### config.mk
export PLATFORM = sky130hd
export DESIGN_NAME = basic_line_lexer_unit
export DESIGN_NICKNAME = d
export VERILOG_FILES = /design/src/bll_pkg.sv /design/src/bll_core.sv /design/src/basic_line_lexer_unit.sv
export SDC_FILE = /design/constraint.sdc
export NUM_CORES = 1
export LEC_CHECK = 0
export BUFFER_PORTS_ARGS = -buffer_cell sky130_fd_sc_hd__buf_2
export CORE_UTILIZATION = 25
export DETAILED_ROUTE_END_ITERATION = 12
export PLACE_DENSITY = 0.36
export SLEW_MARGIN = 20
export SYNTH_ARGS = -nofsm -noshare
export SYNTH_HDL_FRONTEND = slang
export SYNTH_SLANG_ARGS = --single-unit
### constraint.sdc
create_clock -name aclk -period 6.9 [get_ports aclk]
set_input_delay 1.38 -clock aclk [delete_from_list [all_inputs] [get_ports aclk]]
set_output_delay 1.38 -clock aclk [all_outputs]
set_load 0.01 [all_outputs]
### src/bll_pkg.sv
// bll_pkg: types, codes and character tables shared by the line lexer core and top level
// no dependencies
package bll_pkg;

    // lexer modes, one-hot
    typedef enum logic [11:0] {
        MODE_IDLE    = 12'h001,
        MODE_ZERO    = 12'h002,
        MODE_HEXPRE  = 12'h004,
        MODE_HEX     = 12'h008,
        MODE_BINPRE  = 12'h010,
        MODE_BIN     = 12'h020,
        MODE_DEC     = 12'h040,
        MODE_STR     = 12'h080,
        MODE_IDENT   = 12'h100,
        MODE_OPER    = 12'h200,
        MODE_COMMENT = 12'h400,
        MODE_SKIP    = 12'h800
    } lex_mode_t;

    typedef enum logic [3:0] {
        KIND_NUM   = 4'd0,
        KIND_STR   = 4'd1,
        KIND_OP    = 4'd2,
        KIND_PLUS  = 4'd3,
        KIND_COMMA = 4'd4,
        KIND_OPEN  = 4'd5,
        KIND_CLOSE = 4'd6,
        KIND_VAR   = 4'd7,
        KIND_KW    = 4'd8,
        KIND_LABEL = 4'd9,
        KIND_EOL   = 4'd10,
        KIND_ERR   = 4'd11
    } token_kind_t;

    typedef enum logic [2:0] {
        ERR_NONE    = 3'd0,
        ERR_INVALID = 3'd1,
        ERR_UNTERM  = 3'd2,
        ERR_LONG    = 3'd3,
        ERR_COUNT   = 3'd4
    } error_code_t;

    localparam int          KW_COUNT = 9;
    localparam logic [8:0]  KW_ALL   = 9'h1FF;
    localparam logic [3:0]  KW_ZERO  = 4'd0;

    // keyword text, right-justified, first character at the highest used byte
    localparam logic [63:0] KW_TEXT [KW_COUNT] = '{
        64'("PRINT"), 64'("VAR"), 64'("INT8"), 64'("UINT8"), 64'("IF"),
        64'("THEN"), 64'("ELSE"), 64'("END"), 64'("MEMPEEK")
    };
    localparam logic [2:0] KW_LEN [KW_COUNT] = '{
        3'd5, 3'd3, 3'd4, 3'd5, 3'd2, 3'd4, 3'd4, 3'd3, 3'd7
    };

    localparam logic [7:0] CH_NUL   = 8'h00;
    localparam logic [7:0] CH_TAB   = 8'h09;
    localparam logic [7:0] CH_NL    = 8'h0A;
    localparam logic [7:0] CH_CR    = 8'h0D;
    localparam logic [7:0] CH_SPACE = 8'h20;
    localparam logic [7:0] CH_QUOTE = 8'h22;
    localparam logic [7:0] CH_HASH  = 8'h23;
    localparam logic [7:0] CH_AMP   = 8'h26;
    localparam logic [7:0] CH_PLUS  = 8'h2B;
    localparam logic [7:0] CH_COMMA = 8'h2C;
    localparam logic [7:0] CH_COLON = 8'h3A;
    localparam logic [7:0] CH_EQ    = 8'h3D;
    localparam logic [7:0] CH_LBRK  = 8'h5B;
    localparam logic [7:0] CH_RBRK  = 8'h5D;
    localparam logic [7:0] CH_BAR   = 8'h7C;

    typedef struct packed {
        token_kind_t kind;
        logic [8:0]  start_col;
        logic [8:0]  end_col;
        logic [3:0]  keyword_index;
        error_code_t error_code;
        logic        last;
    } result_t;

    // results produced by one accepted character
    typedef struct packed {
        logic [1:0] count;
        result_t    first;
        result_t    second;
    } push_t;

    function automatic logic is_digit(input logic [7:0] c);
        return c inside {["0":"9"]};
    endfunction

    function automatic logic is_alpha(input logic [7:0] c);
        return c inside {["A":"Z"], ["a":"z"], "_"};
    endfunction

    function automatic logic is_hex(input logic [7:0] c);
        return c inside {["0":"9"], ["A":"F"], ["a":"f"]};
    endfunction

    function automatic logic is_op(input logic [7:0] c);
        return c inside {"(", ")", "[", "]", "=", "+", "-", "*", "/", ":", "&", "|",
                         "!", ","};
    endfunction

    function automatic token_kind_t single_op_kind(input logic [7:0] c);
        token_kind_t k;
        case (c)
            CH_PLUS:  k = KIND_PLUS;
            CH_COMMA: k = KIND_COMMA;
            CH_LBRK:  k = KIND_OPEN;
            CH_RBRK:  k = KIND_CLOSE;
            default:  k = KIND_OP;
        endcase
        return k;
    endfunction

    // character of keyword k at position pos, zero past its end
    function automatic logic [7:0] kw_char(input logic [3:0] k, input logic [2:0] pos);
        logic [63:0] text;
        logic [2:0]  len;
        logic [2:0]  sh;
        text = KW_TEXT[k];
        len  = KW_LEN[k];
        sh   = len - 3'd1 - pos;
        return (pos >= len) ? 8'h00 : text[{sh, 3'b000} +: 8];
    endfunction

endpackage

### src/bll_core.sv
// bll_core: lexer state registers and the per-character step logic
// depends on bll_pkg
module bll_core #(
    parameter int LINE_LEN   = 256,
    parameter int MAX_TOKENS = 64
) (
    input  logic            aclk,
    input  logic            aresetn,
    input  logic            step,
    input  logic [7:0]      char_in,
    output bll_pkg::push_t  push
);

    localparam int CW = $clog2(LINE_LEN + 1);
    localparam int TW = $clog2(MAX_TOKENS + 1);

    bll_pkg::lex_mode_t mode_reg, mode_next;
    logic [CW-1:0]      col_reg, col_next;
    logic [CW-1:0]      start_reg, start_next;
    logic [8:0]         cand_reg, cand_next;
    logic [7:0]         pend_reg, pend_next;
    logic [TW-1:0]      cnt_reg, cnt_next;

    function automatic bll_pkg::result_t make_res(
        input bll_pkg::token_kind_t kind,
        input logic [CW-1:0]        s,
        input logic [CW-1:0]        e,
        input logic [3:0]           kw,
        input bll_pkg::error_code_t err
    );
        bll_pkg::result_t r;
        r.kind          = kind;
        r.start_col     = 9'(s);
        r.end_col       = 9'(e);
        r.keyword_index = kw;
        r.error_code    = err;
        r.last          = 1'b0;
        return r;
    endfunction

    function automatic logic [8:0] narrow(input logic [8:0] mask, input logic [CW-1:0] pos,
                                          input logic [7:0] c);
        logic [8:0] m;
        m = mask;
        for (int k = 0; k < bll_pkg::KW_COUNT; k++) begin
            if (pos >= CW'(8) || bll_pkg::kw_char(4'(k), pos[2:0]) != c) begin
                m[k] = 1'b0;
            end
        end
        return m;
    endfunction

    logic [CW-1:0] id_len;
    logic          kw_hit;
    logic [3:0]    kw_idx;

    // keyword match of the identifier collected so far
    always_comb begin
        id_len = col_reg - start_reg;
        kw_hit = 1'b0;
        kw_idx = bll_pkg::KW_ZERO;
        for (int k = bll_pkg::KW_COUNT - 1; k >= 0; k--) begin
            if (cand_reg[k] && id_len == CW'(bll_pkg::KW_LEN[k])) begin
                kw_hit = 1'b1;
                kw_idx = 4'(k);
            end
        end
    end

    logic                 is_eol, cnt_full, cnt_a_full;
    logic                 a_valid, a_tok, a_fail, go_idle, pass_on;
    bll_pkg::token_kind_t a_kind;
    logic [CW-1:0]        a_s, a_e;
    logic [3:0]           a_kw;
    bll_pkg::error_code_t a_err;
    logic                 b_valid, b_tok;
    bll_pkg::token_kind_t b_kind;
    logic [CW-1:0]        b_s, b_e;
    logic [3:0]           b_kw;
    bll_pkg::error_code_t b_err;
    logic [TW-1:0]        cnt_a;
    bll_pkg::result_t     res_a, res_b;

    always_comb begin
        mode_next  = mode_reg;
        col_next   = col_reg;
        start_next = start_reg;
        cand_next  = cand_reg;
        pend_next  = pend_reg;
        cnt_next   = cnt_reg;
        is_eol     = (char_in == bll_pkg::CH_NL) || (char_in == bll_pkg::CH_NUL);
        cnt_full   = cnt_reg >= TW'(MAX_TOKENS);
        a_valid = 1'b0; a_tok = 1'b0; a_fail = 1'b0; go_idle = 1'b0; pass_on = 1'b0;
        a_kind  = bll_pkg::KIND_NUM;
        a_s     = start_reg;
        a_e     = col_reg;
        a_kw    = bll_pkg::KW_ZERO;
        a_err   = bll_pkg::ERR_NONE;
        b_valid = 1'b0; b_tok = 1'b0;
        b_kind  = bll_pkg::KIND_NUM;
        b_s     = col_reg;
        b_e     = col_reg + CW'(1);
        b_kw    = bll_pkg::KW_ZERO;
        b_err   = bll_pkg::ERR_NONE;

        // token closed or error raised by the current mode
        if (is_eol) begin
            case (mode_reg)
                bll_pkg::MODE_ZERO, bll_pkg::MODE_DEC, bll_pkg::MODE_HEX,
                bll_pkg::MODE_BIN: begin
                    a_valid = 1'b1; a_tok = 1'b1;
                end
                bll_pkg::MODE_IDENT: begin
                    a_valid = 1'b1; a_tok = 1'b1;
                    a_kind  = kw_hit ? bll_pkg::KIND_KW : bll_pkg::KIND_VAR;
                    a_kw    = kw_hit ? kw_idx : bll_pkg::KW_ZERO;
                end
                bll_pkg::MODE_OPER: begin
                    a_valid = 1'b1; a_tok = 1'b1;
                    a_kind  = bll_pkg::single_op_kind(pend_reg);
                    a_e     = start_reg + CW'(1);
                end
                bll_pkg::MODE_STR: begin
                    a_valid = 1'b1; a_fail = 1'b1;
                    a_kind  = bll_pkg::KIND_ERR;
                    a_err   = bll_pkg::ERR_UNTERM;
                end
                bll_pkg::MODE_HEXPRE, bll_pkg::MODE_BINPRE: begin
                    a_valid = 1'b1; a_fail = 1'b1;
                    a_kind  = bll_pkg::KIND_ERR;
                    a_err   = bll_pkg::ERR_INVALID;
                    a_s     = col_reg;
                    a_e     = col_reg + CW'(1);
                end
                default: ;
            endcase
        end else if (mode_reg == bll_pkg::MODE_SKIP) begin
            // rest of the line is dropped
        end else if (col_reg >= CW'(LINE_LEN - 1)) begin
            a_valid = 1'b1; a_fail = 1'b1;
            a_kind  = bll_pkg::KIND_ERR;
            a_err   = bll_pkg::ERR_LONG;
            a_s     = col_reg;
            a_e     = col_reg + CW'(1);
        end else begin
            case (mode_reg)
                bll_pkg::MODE_COMMENT: ;
                bll_pkg::MODE_STR: begin
                    if (char_in == bll_pkg::CH_QUOTE) begin
                        a_valid = 1'b1; a_tok = 1'b1; go_idle = 1'b1;
                        a_kind  = bll_pkg::KIND_STR;
                        a_s     = start_reg + CW'(1);
                    end
                end
                bll_pkg::MODE_ZERO: begin
                    if (char_in inside {"x", "X"}) begin
                        mode_next = bll_pkg::MODE_HEXPRE;
                    end else if (char_in inside {"b", "B"}) begin
                        mode_next = bll_pkg::MODE_BINPRE;
                    end else if (bll_pkg::is_digit(char_in)) begin
                        mode_next = bll_pkg::MODE_DEC;
                    end else begin
                        a_valid = 1'b1; a_tok = 1'b1; pass_on = 1'b1;
                    end
                end
                bll_pkg::MODE_HEXPRE, bll_pkg::MODE_BINPRE: begin
                    if (mode_reg == bll_pkg::MODE_HEXPRE ? bll_pkg::is_hex(char_in)
                                                        : char_in inside {"0", "1"}) begin
                        mode_next = (mode_reg == bll_pkg::MODE_HEXPRE) ? bll_pkg::MODE_HEX
                                                                       : bll_pkg::MODE_BIN;
                    end else begin
                        a_valid = 1'b1; a_fail = 1'b1;
                        a_kind  = bll_pkg::KIND_ERR;
                        a_err   = bll_pkg::ERR_INVALID;
                        a_s     = col_reg;
                        a_e     = col_reg + CW'(1);
                    end
                end
                bll_pkg::MODE_HEX, bll_pkg::MODE_BIN, bll_pkg::MODE_DEC: begin
                    if (!((mode_reg == bll_pkg::MODE_HEX && bll_pkg::is_hex(char_in)) ||
                          (mode_reg == bll_pkg::MODE_BIN && char_in inside {"0", "1"}) ||
                          (mode_reg == bll_pkg::MODE_DEC && bll_pkg::is_digit(char_in)))) begin
                        a_valid = 1'b1; a_tok = 1'b1; pass_on = 1'b1;
                    end
                end
                bll_pkg::MODE_IDENT: begin
                    if (bll_pkg::is_alpha(char_in) || bll_pkg::is_digit(char_in)) begin
                        cand_next = narrow(cand_reg, id_len, char_in);
                    end else if (char_in == bll_pkg::CH_COLON && !kw_hit) begin
                        a_valid = 1'b1; a_tok = 1'b1; go_idle = 1'b1;
                        a_kind  = bll_pkg::KIND_LABEL;
                    end else begin
                        a_valid = 1'b1; a_tok = 1'b1; pass_on = 1'b1;
                        a_kind  = kw_hit ? bll_pkg::KIND_KW : bll_pkg::KIND_VAR;
                        a_kw    = kw_hit ? kw_idx : bll_pkg::KW_ZERO;
                    end
                end
                bll_pkg::MODE_OPER: begin
                    a_valid = 1'b1; a_tok = 1'b1;
                    if (char_in == pend_reg) begin
                        go_idle = 1'b1;
                        a_kind  = bll_pkg::KIND_OP;
                        a_e     = col_reg + CW'(1);
                    end else begin
                        pass_on = 1'b1;
                        a_kind  = bll_pkg::single_op_kind(pend_reg);
                        a_e     = start_reg + CW'(1);
                    end
                end
                default: pass_on = 1'b1;
            endcase
        end

        // token limit on the first result
        cnt_a = cnt_reg;
        if (a_tok) begin
            if (cnt_full) begin
                a_kind  = bll_pkg::KIND_ERR;
                a_err   = bll_pkg::ERR_COUNT;
                a_kw    = bll_pkg::KW_ZERO;
                a_fail  = 1'b1;
                pass_on = 1'b0;
                go_idle = 1'b0;
            end else begin
                cnt_a = cnt_reg + TW'(1);
            end
        end
        if (a_fail) begin
            mode_next = bll_pkg::MODE_SKIP;
        end else if (go_idle) begin
            mode_next = bll_pkg::MODE_IDLE;
        end
        cnt_next   = cnt_a;
        cnt_a_full = cnt_a >= TW'(MAX_TOKENS);

        // character starts something new
        if (pass_on) begin
            mode_next  = bll_pkg::MODE_IDLE;
            start_next = col_reg;
            if (char_in inside {bll_pkg::CH_SPACE, bll_pkg::CH_TAB, bll_pkg::CH_CR}) begin
                // white space
            end else if (char_in == bll_pkg::CH_HASH) begin
                mode_next = bll_pkg::MODE_COMMENT;
            end else if (bll_pkg::is_digit(char_in)) begin
                mode_next = (char_in == "0") ? bll_pkg::MODE_ZERO : bll_pkg::MODE_DEC;
            end else if (char_in == bll_pkg::CH_QUOTE) begin
                mode_next = bll_pkg::MODE_STR;
            end else if (char_in inside {"=", "&", "|"}) begin
                mode_next = bll_pkg::MODE_OPER;
                pend_next = char_in;
            end else if (bll_pkg::is_op(char_in)) begin
                b_valid = 1'b1; b_tok = 1'b1;
                b_kind  = bll_pkg::single_op_kind(char_in);
            end else if (bll_pkg::is_alpha(char_in)) begin
                mode_next = bll_pkg::MODE_IDENT;
                cand_next = narrow(bll_pkg::KW_ALL, CW'(0), char_in);
            end else begin
                b_valid   = 1'b1;
                b_kind    = bll_pkg::KIND_ERR;
                b_err     = bll_pkg::ERR_INVALID;
                mode_next = bll_pkg::MODE_SKIP;
            end
            if (b_tok) begin
                if (cnt_a_full) begin
                    b_kind    = bll_pkg::KIND_ERR;
                    b_err     = bll_pkg::ERR_COUNT;
                    mode_next = bll_pkg::MODE_SKIP;
                end else begin
                    cnt_next = cnt_a + TW'(1);
                end
            end
        end

        if (is_eol) begin
            b_valid    = 1'b1;
            b_kind     = bll_pkg::KIND_EOL;
            b_s        = col_reg;
            b_e        = col_reg;
            mode_next  = bll_pkg::MODE_IDLE;
            col_next   = '0;
            start_next = '0;
            cand_next  = bll_pkg::KW_ALL;
            pend_next  = '0;
            cnt_next   = '0;
        end else if (mode_next != bll_pkg::MODE_SKIP && col_reg < CW'(LINE_LEN)) begin
            col_next = col_reg + CW'(1);
        end

        res_a = make_res(a_kind, a_s, a_e, a_kw, a_err);
        res_b = make_res(b_kind, b_s, b_e, b_kw, b_err);
        push.first  = res_a;
        push.second = res_b;
        push.count  = {1'b0, a_valid} + {1'b0, b_valid};
        if (a_valid && b_valid) begin
            push.second.last = 1'b1;
        end else if (b_valid) begin
            push.first      = res_b;
            push.first.last = 1'b1;
        end else begin
            push.first.last = 1'b1;
        end
    end

    always_ff @(posedge aclk) begin
        if (!aresetn) begin
            mode_reg  <= bll_pkg::MODE_IDLE;
            col_reg   <= '0;
            start_reg <= '0;
            cand_reg  <= bll_pkg::KW_ALL;
            pend_reg  <= '0;
            cnt_reg   <= '0;
        end else if (step) begin
            mode_reg  <= mode_next;
            col_reg   <= col_next;
            start_reg <= start_next;
            cand_reg  <= cand_next;
            pend_reg  <= pend_next;
            cnt_reg   <= cnt_next;
        end
    end

endmodule

### src/basic_line_lexer_unit.sv
// basic_line_lexer_unit: streaming BASIC line tokenizer, one character in, up to two tokens out
// depends on bll_pkg and bll_core
//
//   channel   direction   ports                                             request
//   s_        in          s_valid s_ready s_char_in                         one source byte
//   m_        out         m_valid m_ready m_token_kind m_start_col          one token
//                         m_end_col m_keyword_index m_error_code m_last
//
// one character is accepted per cycle while s_ready is high; its tokens are in the result queue the next cycle
// a character gives zero, one or two tokens; the four-entry queue drains one per cycle while m_ready is high
// s_ready is low only while fewer than two queue entries are free
// synchronous reset returns the lexer to the start of a line and empties the queue
module basic_line_lexer_unit #(
    parameter int LINE_LEN   = 256,
    parameter int MAX_TOKENS = 64
) (
    input  logic       aclk,
    input  logic       aresetn,
    input  logic       s_valid,
    output logic       s_ready,
    input  logic [7:0] s_char_in,
    output logic       m_valid,
    input  logic       m_ready,
    output logic [3:0] m_token_kind,
    output logic [8:0] m_start_col,
    output logic [8:0] m_end_col,
    output logic [3:0] m_keyword_index,
    output logic [2:0] m_error_code,
    output logic       m_last
);

    localparam int QUEUE_DEPTH = 4;
    localparam int QPW         = $clog2(QUEUE_DEPTH);

    bll_pkg::push_t   core_push;
    bll_pkg::result_t queue_reg [QUEUE_DEPTH];
    bll_pkg::result_t head;
    logic [QPW-1:0]   wr_ptr_reg, rd_ptr_reg;
    logic [QPW:0]     fill_reg, fill_next;
    logic [QPW:0]     push_n;
    logic             take, pop;

    // request accepted only with room for the worst case of two tokens
    assign s_ready = fill_reg <= (QPW+1)'(QUEUE_DEPTH - 2);
    assign take    = s_valid && s_ready;
    assign pop     = m_valid && m_ready;

    // per-character lexer, state advances on each accepted byte
    bll_core #(
        .LINE_LEN   (LINE_LEN),
        .MAX_TOKENS (MAX_TOKENS)
    ) u_core (
        .aclk    (aclk),
        .aresetn (aresetn),
        .step    (take),
        .char_in (s_char_in),
        .push    (core_push)
    );

    assign push_n    = take ? (QPW+1)'(core_push.count) : '0;
    assign fill_next = fill_reg + push_n - (QPW+1)'(pop);

    // result queue storage, no reset needed
    always_ff @(posedge aclk) begin
        if (take && core_push.count != 2'd0) begin
            queue_reg[wr_ptr_reg] <= core_push.first;
        end
        if (take && core_push.count == 2'd2) begin
            queue_reg[wr_ptr_reg + QPW'(1)] <= core_push.second;
        end
    end

    always_ff @(posedge aclk) begin
        if (!aresetn) begin
            wr_ptr_reg <= '0;
            rd_ptr_reg <= '0;
            fill_reg   <= '0;
        end else begin
            wr_ptr_reg <= wr_ptr_reg + QPW'(push_n);
            rd_ptr_reg <= rd_ptr_reg + QPW'(pop);
            fill_reg   <= fill_next;
        end
    end

    // head of queue drives the result ports
    assign head            = queue_reg[rd_ptr_reg];
    assign m_valid         = fill_reg != '0;
    assign m_token_kind    = head.kind;
    assign m_start_col     = head.start_col;
    assign m_end_col       = head.end_col;
    assign m_keyword_index = head.keyword_index;
    assign m_error_code    = head.error_code;
    assign m_last          = head.last;

    // queue never overfills
    a_fill_bound: assert property (@(posedge aclk) disable iff (!aresetn)
        fill_reg <= (QPW+1)'(QUEUE_DEPTH))
        else $error("result queue overflow");

    // a line end always produces at least the end-of-line token
    a_eol_pushes: assert property (@(posedge aclk) disable iff (!aresetn)
        take && (s_char_in == bll_pkg::CH_NL || s_char_in == bll_pkg::CH_NUL)
        |-> core_push.count != 2'd0)
        else $error("line end produced no token");

    // error code only on error tokens
    a_err_only: assert property (@(posedge aclk) disable iff (!aresetn)
        m_valid && m_token_kind != bll_pkg::KIND_ERR |-> m_error_code == bll_pkg::ERR_NONE)
        else $error("error code on non-error token");

    // end-of-line token closes its character
    a_eol_last: assert property (@(posedge aclk) disable iff (!aresetn)
        m_valid && m_token_kind == bll_pkg::KIND_EOL |-> m_last)
        else $error("end-of-line token not marked last");

endmodule

==> results.toml, run 1 <==
[status]
status = "complete, no violations"

[worst_setup_path]
arrival_ns = 6.17
slowest_delay_ns = 0.63
slowest_stage = "fa_1"
crit_type = "reg2reg"
end_kind = "flop"
path_buf_inv = 3
required_ns = 7.27
start_kind = "flop"
critPathMaxFanout = 12
crit_chain = "inv_1, ha_1, fa_1, inv_1, ha_1, a221oi_1, a31oi_1, o211a_1, nand3_1, a21oi_1, o21ai_2, o21ai_0, ha_1, inv_1, o21ai_1, a31oi_1, a21oi_1, a22o_1"
crit_family = "compound AO/OA/AOI/OAI gates"

[cts]
clk_pin_slew_ns = 0.09
cts_sinks = 181
ctsHoldBuffers = 0
cts_buffers = 17
cts_tree = "done"
clock_latency_ns = 0.50
cts_buffer_depth = 2
post_cts_resized = 0
htree_levels = 4
cts-root-buf = "clkbuf_16"
post_cts_buffers = 0

[die]
dieArea_um2 = 55400
core-area_um2 = 53800
die_w_um = 235
ioPinCount = 44
initial_core_util = 0.253
fp.dieH_um = 235
rows = 85

[sta]
setup_tns_ns = 0
fmax_ghz = 0.173
min_period_ns = 5.80
holdWs_ns = 0.453
rsz0062_at_grt = "no"
worst_slew_pin_slew_ns = 1.16
finalHoldViolations = 0
setup_viol = 0
relSlewSlack = 0.227
slew_violations = 0
fin_crit_sh = 0.840
clock_skew_ns = 0.0122

[global_routing]
grt_pass1_wl_um = 84300
grt_overflow_total = 0
antenna_found_initial = 1
grt_max_degree = 40
grt_pass1_vias = 12400
grt.total_usage = 0.204

[min_path]
holdCritPathClass = "reg2reg"

[cells_and_area]
largest_reg_flops = 120
synthToLayoutAreaGrowth_pct = 12.2
layout-drive-gt1-share = 0.134
final_net_count = 1613

[drt]
avgViaCountPerCell = 5.61
ant_nets = 0
post-route-drc-count = 0
drt_first_pass_iters = 5
num_vias = 12700
totalWireLength_um = 56300
drt_iter0_drc = 1011
post_drt_wl_per_cell_um = 24.8

[flow_run]
maxCapViolations = 0

[yosys]
mappedNetlistNets = 1617
syn_avg_cell_area_um2 = 8.73
synth_edf_count = 100
synth_area_leaders = "edfxtp_1, dfxtp_1, mux4_2"
synthArstFlopShare = 0
synth_ff_type = "edfxtp_1"
synth_top_area_frac = 0.220
yosysTopAreaCell = "edfxtp_1"
synth_seq_cells = 181
yosysUniqueCellTypes = 90
yosysSeqAreaShare = 0.340
yosysWarnings = 0
syn_area_um2 = 13600
synthCells = 1561

[power_and_ir_drop]
leakagePower_nw = 5.25
p_per_area_nw_per_um2 = 233
peakVddDrop_v = 0.000192

[placed_design]
routabilityCongestion = 0.840
io_buffers = 43
dpl.hpwl_um = 41000
## path summary, 6_finish.rpt
kind / to / start / cells after the start / slack, ns
min: queue_reg[1][2] / queue_reg[1][2] / 2 / 0.45
max: queue_reg[2][25] / u_core.b_s[0] / 18 / 1.10
min reg2reg: queue_reg[1][2] / queue_reg[1][2] / 2 / 0.45
max reg2reg: queue_reg[2][25] / u_core.b_s[0] / 18 / 1.10
## synthesized netlist by cell type (all sizes together) (30+ instances only)
| master | number |
|---|---|
| buf | 37 |
| dfxtp | 81 |
| ha | 42 |
| edfxtp | 100 |
| mux4 | 30 |
| o22ai | 63 |
| a22o | 36 |
| xnor2 | 42 |
| o21ai | 115 |
| xor2 | 31 |
| inv | 52 |
| a21oi | 74 |
| nor3 | 41 |
| clkbuf | 90 |
| nand2 | 144 |
| nor2 | 112 |
| nand3 | 42 |
## stage by stage
| step | cell area [um2] | util | setup WS, ns | instances | total power [mW] |
|---|---|---|---|---|---|
| 6_report | 15300 | 0.284 | 1.10 | 2267 | 3.56 |
| 5_1_grt | 15300 | 0.284 | 0.641 | 2266 | 3.75 |
| 4_1_cts | 15300 | 0.284 | 1.13 | 2266 | 3.61 |
| 3_5_place_dp | 14700 | 0.273 | 0.785 | 2234 | 2.56 |
| 3_3_place_gp | 14700 | 0.273 | 0.858 | 2234 | 2.57 |
| 2_1_floorplan | 13600 | - | 1.14 | 1561 | 2.11 |
## per-layer routing
layer	vias to the layer above	part of all wire	global-route usage
met1	6336	0.47	0.278
met2	354	0.46	0.322
met5	-	0	0
met4	0	0.028	0.0761
met3	71	0.047	0.0364
li1	5964	-	-
## worst min-delay path, cell delays in order (launching register included)
cell and delay, ns:
dfxtp_1 0.33, nand2_1 0.04, o21ai_0 0.05
## layout make-up
class,instances,area (um2)
Inverter,52,195
Tap cell,696,871
Clock inverter,15,171
Timing Repair Buffer,104,673
Clock buffer,17,425
Multi-Input combinational cell,1201,8320
Fill cell,5730,38500
Sequential cell,181,4630
Antenna cell,1,2.50
## where the power goes
| part | switching (mW) | total [mW] | leakage, nW | internal [mW] |
|---|---|---|---|---|
| sequential | 0.0588 | 1.28 | 1.58 | 1.22 |
| clock | 0.542 | 1.03 | 0.284 | 0.488 |
| combinational | 0.783 | 1.25 | 3.38 | 0.464 |
| total | 1.38 | 3.56 | 5.25 | 2.17 |
## placed cells by master, fill, tap and decap left out, drive strengths merged, types with 60 or more instances in the layout
master,instances
nor2,112
o21ai,115
dfxtp,81
o22ai,63
buf,104
a21oi,74
inv,60
nand2,144
edfxtp,100
## cell families (layout without fill, tap and decap cells)
family | Yosys count | after routing | synth area share
AND/OR/NAND/NOR | 529 | 529 | 0.201
AO/OA/AOI/OAI | 498 | 498 | 0.249
flip-flops | 181 | 181 | 0.340
buffers and inverters | 179 | 188 | 0.0517
XOR/XNOR | 73 | 73 | 0.0469
multiplexers | 57 | 57 | 0.0706
adder cells (fa/ha/maj) | 44 | 44 | 0.0415
other | 0 | 1 | 0
Power figures use the tool's default switching activity.
==> inputs of run 2 (changes only) <==
==> constraint.sdc (replaced) <==
create_clock -name aclk -period 5.4 [get_ports aclk]
set_input_delay 1.08 -clock aclk [delete_from_list [all_inputs] [get_ports aclk]]
set_output_delay 1.08 -clock aclk [all_outputs]
set_load 0.01 [all_outputs]
==> results.toml, run 2 (synthesis results as in run 1) <==
[status]
status = "complete, no violations"

[global_routing]
grt_max_degree = 39
grt_pass1_wl_um = 86300
antenna_found_initial = 1
grt.total_usage = 0.208
grt_pass1_vias = 12700
grt_overflow_total = 0

[die]
core-area_um2 = 53800
ioPinCount = 44
rows = 85
dieArea_um2 = 55400
die_w_um = 235
initial_core_util = 0.253
fp.dieH_um = 235

[placed_design]
dpl.hpwl_um = 42400
routabilityCongestion = 0.894
io_buffers = 43
dp_cells = 2274

[cells_and_area]
final_common_cell = "nand2_1"
final_net_count = 1653
final_cell_mix = "nand2_1, nor2_1, o21ai_0, edfxtp_1, buf_4"
regArea_um2 = 4630
synthToLayoutAreaGrowth_pct = 15.0
multi_input_area_um2 = 8340
largest_reg_flops = 120
finalNonFillerCells = 2306
layout-drive-gt1-share = 0.162
antenna_cells = 0
fill_cells = 5753

[power_and_ir_drop]
peakVddDrop_v = 0.000247
p_per_area_nw_per_um2 = 295
leakagePower_nw = 5.43

[cts]
cts_tree = "done"
htree_levels = 4
clk_pin_slew_ns = 0.08
cts_sinks = 181
clock_latency_ns = 0.50
cts-root-buf = "clkbuf_16"
cts_buffers = 17
ctsHoldBuffers = 0
post_cts_buffers = 0
cts_buffer_depth = 2
post_cts_resized = 0

[drt]
num_vias = 12800
drt_iter0_drc = 884
drt_first_pass_iters = 6
ant_nets = 0
post-route-drc-count = 0
totalWireLength_um = 57300
post_drt_wl_per_cell_um = 24.9
avgViaCountPerCell = 5.57

[worst_setup_path]
crit_type = "reg2reg"
start_kind = "flop"
crit_chain = "inv_1, ha_1, fa_1, buf_4, ha_1, a22o_1, nand2_1, nand2_1, o211a_1, nand3_1, a21oi_1, o21ai_1, o21ai_1, ha_1, inv_1, o21ai_2, buf_4, mux2_2, o22ai_1"
end_kind = "flop"
required_ns = 5.74
crit_family = "compound AO/OA/AOI/OAI gates"
arrival_ns = 5.27
critPathMaxFanout = 14
path_buf_inv = 4
slowest_stage = "fa_1"
slowest_delay_ns = 0.64
cpMostUsedCell = "ha_1"

[sta]
relSlewSlack = 0.369
clock_skew_ns = 0.0180
finalHoldViolations = 0
fin_crit_sh = 0.914
rsz0062_at_grt = "no"
setup_viol = 0
min_period_ns = 4.93
slew_violations = 0
fmax_ghz = 0.203
worst_slew_pin_slew_ns = 0.946
setup_tns_ns = 0

[min_path]
holdCritPathClass = "reg2reg"

[flow_run]
maxCapViolations = 0
run 2: changes by cell type in the layout (fill, tap and decap cells not counted), sizes merged:
cell,delta
bufinv,+1
inv,-4
buf,+40
clkinvlp,+3
diode,-1
run 2: per-layer routing:
| metal | vias up | global-route usage | share of wire |
|---|---|---|---|
| li1 | 6042 | - | - |
| met1 | 6341 | 0.286 | 0.47 |
| met2 | 390 | 0.330 | 0.46 |
| met3 | 70 | 0.0383 | 0.049 |
| met4 | 2 | 0.0654 | 0.022 |
| met5 | - | 0 | 0.00023 |
run 2: area by class of cell:
class                   instances  share of cell area
inverters                      52              0.0132
well taps                     696              0.0556
flip-flops and latches        181               0.295
clock buffers                  17              0.0272
multi-input cells            1201               0.533
repair buffers                144              0.0654
clock inverters                15              0.0103
run 2: stage by stage:
step,worst slack [ns],util,hold slack [ns],cell area [um2],total power [mW]
after global routing,0.102,0.291,0.489,15700,4.87
after global placement,0.368,0.280,0.430,15100,3.35
final,0.465,0.291,0.454,15700,4.61
after floorplan,0.00351,-,0.420,13700,2.70
after detailed placement,0.341,0.280,0.436,15100,3.34
after CTS,0.320,0.291,0.459,15700,4.68
run 2: tightest hold or removal path: cells and delay by family (launching register included):
family / cells / cell delay, ns
flops: 1 / 0.33
compound gates: 1 / 0.05
simple gates: 1 / 0.05
run 2: final timing paths:
path,from,slack (ns),cells past startpoint,to
max,u_core.b_s[0],0.47,19,queue_reg[2][11]
min,queue_reg[0][7],0.45,2,queue_reg[0][7]
max reg2reg,u_core.b_s[0],0.47,19,queue_reg[2][11]
min reg2reg,queue_reg[0][7],0.45,2,queue_reg[0][7]
run 2: report_power, final:
group / internal, mW / switching, mW / total [mW]
logic: 0.621 / 1.02 / 1.64
registers: 1.56 / 0.0877 / 1.65
clock network: 0.654 / 0.670 / 1.32
total: 2.84 / 1.78 / 4.61
